[src/hw/rtl/assert_macros.svh]
`ifndef ASSERT_MACROS_SVH
`define ASSERT_MACROS_SVH

// check prop on every clock edge outside reset
`define RBI_ASSERT(label, prop, msg) \
    label: assert property (@(posedge aclk) disable iff (!aresetn) prop) else $error(msg);

// check prop on every clock edge, reset included
`define RBI_ASSERT_ALWAYS(label, prop, msg) \
    label: assert property (@(posedge aclk) prop) else $error(msg);

`endif

[src/hw/rtl/rbi_pkg.sv]
`timescale 1ns / 1ps

package rbi_pkg;

    localparam int COORD_W = 32;
    localparam int DIR_W   = 18;
    localparam int DIFF_W  = COORD_W + 1;
    localparam int NUM_W   = COORD_W + 2;
    localparam int DEN_W   = DIR_W + 1;
    localparam int PROD_W  = NUM_W + DEN_W;
    localparam int AXES    = 3;

    localparam int IN_W    = 2 * AXES * COORD_W;
    localparam int OUT_W   = 8;
    localparam int CFG_A_W = 3;
    localparam int CFG_D_W = COORD_W;

    localparam logic signed [DIR_W-1:0] DIR_X_RESET = DIR_W'(65536);

    typedef enum logic [CFG_A_W-1:0] {
        REG_ORIGIN_X = 3'd0,
        REG_ORIGIN_Y = 3'd1,
        REG_ORIGIN_Z = 3'd2,
        REG_DIR_X    = 3'd3,
        REG_DIR_Y    = 3'd4,
        REG_DIR_Z    = 3'd5
    } reg_idx_t;

    typedef struct packed {
        logic                      outside;
        logic                      valid;
        logic signed [NUM_W-1:0]   num;
        logic signed [DEN_W-1:0]   den;
        logic signed [DIFF_W-1:0]  dlo;
        logic signed [DIFF_W-1:0]  dhi;
    } axis_t;

endpackage

[src/hw/rtl/rbi_axis_prep.sv]
`timescale 1ns / 1ps

module rbi_axis_prep (
    input  logic signed [rbi_pkg::COORD_W-1:0] origin,
    input  logic signed [rbi_pkg::DIR_W-1:0]   dir,
    input  logic signed [rbi_pkg::COORD_W-1:0] lo,
    input  logic signed [rbi_pkg::COORD_W-1:0] hi,
    output rbi_pkg::axis_t                     ax
);

    logic                                below;
    logic                                above;
    logic signed [rbi_pkg::COORD_W-1:0]  plane;
    logic signed [rbi_pkg::DIFF_W-1:0]   num_raw;
    logic                                flip;

    always_comb begin
        below   = origin < lo;
        above   = origin > hi;
        plane   = below ? lo : hi;
        num_raw = rbi_pkg::DIFF_W'(plane) - rbi_pkg::DIFF_W'(origin);
        flip    = dir < 0;
        ax.outside = below | above;
        ax.valid   = (below | above) && (dir != '0);
        ax.num     = flip ? -rbi_pkg::NUM_W'(num_raw) : rbi_pkg::NUM_W'(num_raw);
        ax.den     = flip ? -rbi_pkg::DEN_W'(dir) : rbi_pkg::DEN_W'(dir);
        ax.dlo     = rbi_pkg::DIFF_W'(lo) - rbi_pkg::DIFF_W'(origin);
        ax.dhi     = rbi_pkg::DIFF_W'(hi) - rbi_pkg::DIFF_W'(origin);
    end

endmodule

[config.mk]
export PLATFORM = sky130hd
export DESIGN_NAME = rbi_axis_prep
export DESIGN_NICKNAME = d
export VERILOG_FILES = /design/src/hw/rtl/assert_macros.svh /design/src/hw/rtl/rbi_pkg.sv /design/src/hw/rtl/rbi_axis_prep.sv
export SDC_FILE = /design/constraint.sdc
export NUM_CORES = 1
export LEC_CHECK = 0
export BUFFER_PORTS_ARGS = -buffer_cell sky130_fd_sc_hd__buf_2
export CAP_MARGIN = 10
export CORE_MARGIN = 2
export CORE_UTILIZATION = 54
export DETAILED_ROUTE_END_ITERATION = 8
export GPL_TIMING_DRIVEN = 0
export PLACE_DENSITY_LB_ADDON = 0.12
export SLEW_MARGIN = 20
export SYNTH_ARGS = -nofsm -noshare
export SYNTH_HDL_FRONTEND = slang
export SYNTH_SLANG_ARGS = --single-unit
[constraint.sdc]
create_clock -name vclk -period 11.4
set_input_delay 2.28 -clock vclk [all_inputs]
set_output_delay 2.28 -clock vclk [all_outputs]
set_load 0.01 [all_outputs]
==> metrics.md, run 1 <==
| Metric | Value |
|---|---|
| Most area-consuming cells after synthesis | ha_1, xnor2_1, a21oi_1, a21o_1, mux2_2 |
| Syn nets | between 1000 and 1500 |
| Largest area contributor in the netlist | ha_1 |
| Wire per inst | between 15 and 20 um |
| Clkbuf count | 0 |
| ANT cells | 0 |
| Yosys cell types | a little under 70 |
| RD Place Congestion | between 0.9 and 1 |
| DR vias | 7824 |
| CP max FO | 10 |
| Area share of the largest cell type after synthesis | 0.190 |
| Register area | 0 um^2 |
| Cells after Synth | 938 |
| Maximum VDD drop | roughly 0.056 mV |
| Crit path largest cell delay | 0.43 ns |
| Most frequent cell after synthesis | ha_1 |
| Status | completed |
| Hold Buf Count CTS | 0 |
| Layout fillers | approximately 1200 |
| Wl on met1 | 8930 um |
| Placed cell count | approximately 1300 |
| Req. time, crit path | 9.12 ns |
| Yosys warnings | 0 |
| Syn_area_per_cell | 7.03 um^2 |
| PwrDens | between 90 and 100 nW/um^2 |
| Post-route insts no fill | 1320 |
| Detailed router's first-iteration violation count | 432 |
| Met3 wire length | 1200 um |
| Final setup viols | 0 |
| Final ANT Viol Nets | 0 |
| IO Pins | roughly 240 |
| Critical Path AT | 8.68 ns |
| Crit start category | primary input |
| DR DRC count | 0 |
| Top sig layer | met5 |
| GRT Total Usage | 0.303 |
| Seq cells | 0 |
| Row cnt | 40 |
| NumNets Final | 1392 |
| Post-layout minimum cycle time | 10.96 ns |
| Initial Util | 0.552 |
| Largest net degree at the start of global routing | 11 |
| Die W | about 110 um |
| Die area | 13100 um^2 |
| Register area share after synthesis | 0 |
| Leak pwr | just under 4 nW |
| Max Slew Vio Count | 0 |
| Min-Delay Path Class | in -> out |
| WHS | slightly below 5 ns |
| Core area | 12000 um^2 |
| Tot Pwr | roughly 0.76 mW |
| DP HPWL | 18000 um |
| Max-Cap Viols | 0 |
| DRT Pass-1 Iters | 5 |
| Synth cell count leaders | ha_1, xnor2_1, a21oi_1, inv_1, nand2_1 |
| Overall routed net length | 21200 um |
| Vert. Die Dim | 115 um |
| Fmax | 91.2 MHz |
| Layout cells sized above 1 | 0.260 |
| Multi-input gate area | 6340 um^2 |
| Initial antenna violation count | 1 |
| Tcrit/Tclk final | 0.961 |
| First-pass GRT wire length | around 33000 um |
| Vias per inst | 5.93 |
| Worst-margin pin slew | 0.794 ns |
| Vias in the first global route | 7206 |
| Slowest stage cell, crit path | fa_1 |
| Met2 Wirelength | between 10000 and 15000 um |
| Port-buffer cells | 234 |
| RSZ-0062 raised after global routing | yes |
| Slew headroom | 0.462 |
| Post-Syn Area | 6600 um^2 |
| Total gr overflow | 0 |
| Synth-to-Final Area Change | 22.7% |
| Critical Path Sink Type | primary output |
| Final Hold Violating Endpoints | 0 |
| CP Class | in -> out |
worst max-delay path: cells and delay by family:
kind | cells | cell delay (ns)
buffers and inverters | 6 | 0.84
AO/OA/AOI/OAI | 13 | 3.06
AND/OR/NAND/NOR | 5 | 1.17
XOR/XNOR | 1 | 0.16
multiplexers | 1 | 0.17
adder cells (fa/ha/maj) | 3 | 0.97
per-stage QoR:
step / instance area (um^2) / worst slack, ns / setup TNS [ns] / util
floorplan: 6600 / 1.08 / 0 / -
global placement: 7950 / -0.611 / -6.26 / 0.665
detailed placement: 7950 / -0.689 / -7.53 / 0.665
CTS: 7990 / 0.0719 / 0 / 0.668
global route: 8090 / 0.00292 / 0 / 0.677
finish: 8090 / 0.439 / 0 / 0.677
final timing paths:
| kind | start | endpoint | slack [ns] | cells after the start |
|---|---|---|---|---|
| setup / recovery | origin[1] | ax[113] | 0.44 | 29 |
| hold / removal | dir[6] | ax[72] | 4.85 | 3 |
per-layer routing:
layer	up-vias	track usage
met1	3572	0.367
li1	3939	-
met3	38	0.0259
met5	-	0
met4	2	0.0732
met2	273	0.571
report_power, final:
group          internal, mW  switching, mW  leakage [nW]
logic                 0.320          0.437          3.95
registers                 0              0             0
clock network             0              0             0
total                 0.320          0.437          3.95
cells by family (layout without fill, tap and decap cells):
group                    count (synthesis)  in the layout  share of synthesized area
other                                    1              1                   0.000568
multiplexers                            33             33                     0.0558
adder cells (fa/ha/maj)                103            103                      0.199
XOR/XNOR                               121            121                      0.161
buffers and inverters                   94            329                     0.0569
AO/OA/AOI/OAI                          336            336                      0.338
AND/OR/NAND/NOR                        250            250                      0.189
repair_timing:
action                     4_1_cts  5_1_grt
setup endpoints to repair       18       14
buffers inserted                 0        1
pin swaps                        1        8
gates resized for setup          6       16
final cells by class:
type	count	area share
Timing Repair Buffer	235	0.146
Buffer	23	0.0147
Inverter	71	0.0329
Multi-Input combinational cell	844	0.784
Tap cell	147	0.0227
cells in the final DEF, fill, tap and decap left out, drive strengths merged, types with 20 or more instances in the layout:
master,netlist,final
mux2,30,30
nor2,62,62
buf,9,244
a21o,45,45
o21bai,20,20
o21ai,64,64
o31ai,23,23
a21oi,82,82
ha,100,100
nand2,70,70
xnor2,92,92
nand3,23,23
xor2,29,29
inv,71,71
No activity file was read; power rests on OpenSTA's default activity.
==> inputs of run 2 (changes only) <==
Settings changed: CORE_MARGIN 2 to not set.
==> run 2 against run 1 <==
Compared with the run above:
- sequential share of layout area unchanged
- clock-buffer cell count unchanged
- non-clock buffer count increased by 4
- core utilization increased by 0.45 points
- setup slack got worse by 0.063 ns
- die area decreased by 3.5%
- power increased by 0.33%
- cell area increased by 0.66%
- combinational power about the same
- flip-flop and latch count unchanged
- routed wire length decreased by 3.8%
- via count increased by 0.95%
- critical path type unchanged
- largest cell class unchanged
- highest routed layer is now met4
==> metrics.md, run 2 (synthesized netlist as in run 1, its figures left out) <==
| Metric | Value |
|---|---|
| Total gr overflow | 0 (unchanged) |
| Design Area, Final | 8150 um^2 (was 8090 um^2) |
| Buffers plus inverters on the worst setup path | 4 (was 6) |
| Max-Cap Viols | 0 (unchanged) |
| Placed cell area | 7950 um^2 (unchanged) |
| Tot Pwr | 0.759 mW (was 0.757 mW) |
| IO Pins | 235 (unchanged) |
| Finished Core Util | 0.681 (was 0.677) |
| Max Slew Vio Count | 0 (unchanged) |
| Final Hold Violating Endpoints | 0 (unchanged) |
| Synth-to-Final Area Change | 23.5% (was 22.7%) |
| Setup_tns | 0 ns (unchanged) |
| Die W | 113 um (was 115 um) |
| GRT Total Usage | 0.309 (was 0.303) |
| Overall routed net length | 20300 um (was 21200 um) |
| Critical Path Sink Type | primary output (unchanged) |
| Maximum VDD drop | 0.0566 mV (was 0.0562 mV) |
| Crit path largest cell delay | 0.44 ns (was 0.43 ns) |
| Vias per inst | 5.97 (was 5.93) |
| Detailed router's first-iteration violation count | 482 (was 432) |
| Placed cell count | 1319 (unchanged) |
| Vias in the first global route | 7197 (was 7206) |
| Most frequent cells in the layout | buf_2, ha_1, xnor2_1 (unchanged) |
| WHS | 4.84 ns (was 4.85 ns) |
| Slowest stage cell, crit path | nor4_4 (was fa_1) |
| Seq cells | 0 (unchanged) |
| ANT cells | 0 (unchanged) |
| Tcrit/Tclk final | 0.967 (was 0.961) |
| Largest net degree at the start of global routing | 11 (unchanged) |
| DRT Pass-1 Iters | 5 (unchanged) |
| Post-layout minimum cycle time | 11.02 ns (was 10.96 ns) |
| Vert. Die Dim | 113 um (was 115 um) |
| Initial Util | 0.552 (unchanged) |
| Core area | 12000 um^2 (unchanged) |
| Min-Delay Path Class | in -> out (unchanged) |
| CP max FO | 10 (unchanged) |
| Setup ws final | 0.377 ns (was 0.439 ns) |
| Worst slack, placed | -0.565 ns (was -0.689 ns) |
| DP HPWL | 17200 um (was 18000 um) |
| Slew headroom | 0.440 (was 0.462) |
| Most common library cell in the layout ignoring fill and taps | buf_2 (unchanged) |
| PwrDens | 93.2 nW/um^2 (was 93.5 nW/um^2) |
| Layout cells sized above 1 | 0.264 (was 0.260) |
| First-pass GRT wire length | 33000 um (was 33400 um) |
| RD Place Congestion | 1.04 (was 0.995) |
| Fmax | 90.7 MHz (was 91.2 MHz) |
| Crit. Startpoint | origin[1] (unchanged) |
| Final ANT Viol Nets | 0 (unchanged) |
| DR DRC count | 0 (unchanged) |
| Critical Path AT | 8.74 ns (was 8.68 ns) |
| Top delay family on crit path | compound AO/OA/AOI/OAI gates (unchanged) |
| Post-route insts no fill | 1324 (was 1320) |
| Row cnt | 40 (unchanged) |
| DR vias | 7898 (was 7824) |
| Crit start category | primary input (unchanged) |
| Port-buffer cells | 234 (unchanged) |
| Wire per inst | 15.4 um (was 16.0 um) |
| Register area | 0 um^2 (unchanged) |
| Final setup viols | 0 (unchanged) |
| NumNets Final | 1396 (was 1392) |
| Hold path startpoint | dir[14] (was dir[6]) |
| Die area | 12700 um^2 (was 13100 um^2) |
| Req. time, crit path | 9.12 ns (about the same) |
| Worst-margin pin slew | 0.826 ns (was 0.794 ns) |
| Status | completed (unchanged) |
| Leak pwr | 3.98 nW (was 3.95 nW) |
| CP Class | in -> out (unchanged) |
| Clkbuf count | 0 (unchanged) |
| Initial antenna violation count | 0 (was 1) |
-- run 2: timing repair --
| action | CTS | global route |
|---|---|---|
| hold buffers | 0 | 0 |
| setup endpoints to repair | 18 | 18 |
| pin swaps | 1 | 10 |
| gates resized for setup | 5 | 22 |
| buffers inserted | 0 | 5 |
-- run 2: worst paths after layout --
path              endpoint  slack (ns)  cells past startpoint
hold / removal      ax[80]        4.84                      3
setup / recovery   ax[113]        0.38                     26
-- run 2: power breakdown --
group | switching, mW | internal (mW) | leakage [nW]
clock | 0 | 0 | 0
sequential | 0 | 0 | 0
combinational | 0.435 | 0.324 | 3.98
-- run 2: layout make-up --
| type | count | area (um^2) |
|---|---|---|
| fill | 1124 | 3810 |
| buffer | 23 | 118 |
| tap | 147 | 184 |
| timing repair buffer | 239 | 1210 |
| multi-input combinational | 844 | 6370 |
| inverter | 71 | 267 |
-- run 2: metal layers --
| layer | part of all wire | GRT usage |
|---|---|---|
| met4 | 0.027 | 0.0862 |
| met1 | 0.43 | 0.387 |
| met3 | 0.059 | 0.0238 |
| met2 | 0.48 | 0.564 |
| met5 | 0 | 0 |
==> inputs of run 3 (changes only) <==
Settings changed: REMOVE_ABC_BUFFERS set to 1.
==> run 3 against run 2 <==
Compared with the run above:
- die area unchanged
- non-clock buffer count decreased by 19
- critical path depth unchanged
- hold slack got worse by 0.055 ns
==> metrics.md, run 3 (synthesized netlist as in run 1, its figures left out) <==
| Metric | Value |
|---|---|
| Tot Pwr | 0.759 mW (about the same) |
| ANT cells | 0 (unchanged) |
| GRT Total Usage | 0.306 (was 0.309) |
| DP HPWL | 17100 um (was 17200 um) |
| Most common library cell in the layout ignoring fill and taps | buf_2 (unchanged) |
| Met3 wire length | 1300 um (was 1190 um) |
| Clock share of power | 0 (about the same) |
| CP max FO | 11 (was 10) |
| Core area | 12000 um^2 (unchanged) |
| Layout cells sized above 1 | 0.259 (was 0.264) |
| Critical Path AT | 8.77 ns (was 8.74 ns) |
| Seq cells | 0 (unchanged) |
| Detailed router's first-iteration violation count | 655 (was 482) |
| Critical Path Sink Type | primary output (unchanged) |
| Int Pwr | 0.323 mW (was 0.324 mW) |
| Min-Delay Path Class | in -> out (unchanged) |
| Net load switching power | 0.436 mW (was 0.435 mW) |
| Setup_tns | 0 ns (unchanged) |
| Layout fillers | 1114 (was 1124) |
| Status | completed (unchanged) |
| Final setup viols | 0 (unchanged) |
| Total gr overflow | 0 (unchanged) |
| DRT Pass-1 Iters | 5 (unchanged) |
| Placed cell count | 1297 (was 1319) |
| Crit start category | primary input (unchanged) |
| First-pass GRT wire length | 32400 um (was 33000 um) |
| Req. time, crit path | 9.12 ns (about the same) |
| Vert. Die Dim | 113 um (unchanged) |
| Register area | 0 um^2 (unchanged) |
| Net Sw Frac | 0.574 (was 0.573) |
| Overall routed net length | 20200 um (was 20300 um) |
| PwrDens | 94.4 nW/um^2 (was 93.2 nW/um^2) |
| Worst-margin pin slew | 0.955 ns (was 0.826 ns) |
| RD Place Congestion | 0.960 (was 1.04) |
| Vias per inst | 5.95 (was 5.97) |
| Max-Cap Viols | 0 (unchanged) |
| Leak pwr | 3.94 nW (was 3.98 nW) |
| DR vias | 7761 (was 7898) |
| IO Pins | 235 (unchanged) |
| Post-route insts no fill | 1305 (was 1324) |
| Finished Core Util | 0.672 (was 0.681) |
| Wl on met1 | 9740 um (was 8810 um) |
| Most frequent cells in the layout | buf_2, ha_1, xnor2_1 (unchanged) |
| Largest net degree at the start of global routing | 49 (was 11) |
| Maximum VDD drop | 0.0744 mV (was 0.0566 mV) |
| Sequential share of power | 0 (about the same) |
| Vias in the first global route | 6860 (was 7197) |
| Worst slack, placed | -0.291 ns (was -0.565 ns) |
| Port-buffer cells | 234 (unchanged) |
| Fmax | 90.5 MHz (was 90.7 MHz) |
| Final ANT Viol Nets | 0 (unchanged) |
| Comb pwr share | 1.000 (about the same) |
| NumNets Final | 1377 (was 1396) |
| Met2 Wirelength | 8810 um (was 9790 um) |
| Top sig layer | met4 (unchanged) |
| Synth-to-Final Area Change | 21.8% (was 23.5%) |
| Final Hold Violating Endpoints | 0 (unchanged) |
| Die area | 12700 um^2 (unchanged) |
| Clkbuf count | 0 (unchanged) |
| Initial Util | 0.552 (unchanged) |
| Multi-input gate area | 6310 um^2 (was 6370 um^2) |
| Wire per inst | 15.5 um (was 15.4 um) |
| Row cnt | 40 (unchanged) |
| CP Class | in -> out (unchanged) |
| Die W | 113 um (unchanged) |
| DR DRC count | 0 (unchanged) |
| Tcrit/Tclk final | 0.969 (was 0.967) |
| Slew headroom | 0.363 (was 0.440) |
| Post-layout minimum cycle time | 11.05 ns (was 11.02 ns) |
| Setup ws final | 0.353 ns (was 0.377 ns) |
| Max Slew Vio Count | 0 (unchanged) |
| Initial antenna violation count | 0 (unchanged) |
-- run 3: through the flow --
step	hold WS [ns]	cell area, um^2
finish	4.79	8040
floorplan	4.56	6490
global route	4.80	8040
CTS	4.79	7960
detailed placement	4.79	7890
global placement	4.79	7840
-- run 3: final timing paths --
kind	start	to	cells after the start	slack, ns
max	origin[1]	ax[113]	26	0.35
min	dir[0]	ax[66]	2	4.79
-- run 3: power groups by stage --
stage                     registers [mW]  clock network [mW]  logic (mW)
after global routing                   0                   0       0.828
after global placement                 0                   0       0.724
after CTS                              0                   0       0.744
after floorplan                        0                   0       0.505
final                                  0                   0       0.759
after detailed placement               0                   0       0.732
-- run 3: routing by layer --
metal  up-vias  global-route usage
li1       3927                   -
met4         0              0.0667
met2       301               0.504
met5         -                   0
met1      3503               0.435
met3        30              0.0200
-- run 3: cell type report --
cell class / instances / area share
multi-input combinational: 844 / 0.786
timing repair buffer: 243 / 0.158
inverter: 71 / 0.0332
tap: 147 / 0.0229
-- run 3: worst max-delay path, stage by stage --
cell and delay (ns):
buf_2 0.13, inv_1 0.11, ha_1 0.35, nor2b_1 0.15
o21bai_1 0.20, a21boi_1 0.18, o32ai_2 0.33, o221ai_2 0.24
a2111oi_4 0.42, o21ai_1 0.20, a22oi_2 0.21, o22ai_4 0.17
buf_12 0.21, mux2_2 0.29, ha_1 0.44, and3_1 0.19
o2111a_1 0.19, a21bo_2 0.25, o211ai_1 0.40, a31oi_1 0.27
xnor2_1 0.25, nor4_4 0.36, nand4b_1 0.28, o31ai_1 0.35
xnor2_1 0.15, buf_2 0.15
-- run 3: repair_timing --
| item | in CTS | in global routing |
|---|---|---|
| buffers inserted | 5 | 3 |
| hold buffers | 0 | 0 |
| hold endpoints to repair | 0 | 0 |
| endpoints found under the setup margin | 11 | 12 |
| gates resized for setup | 3 | 8 |
| pin swaps | 3 | 4 |
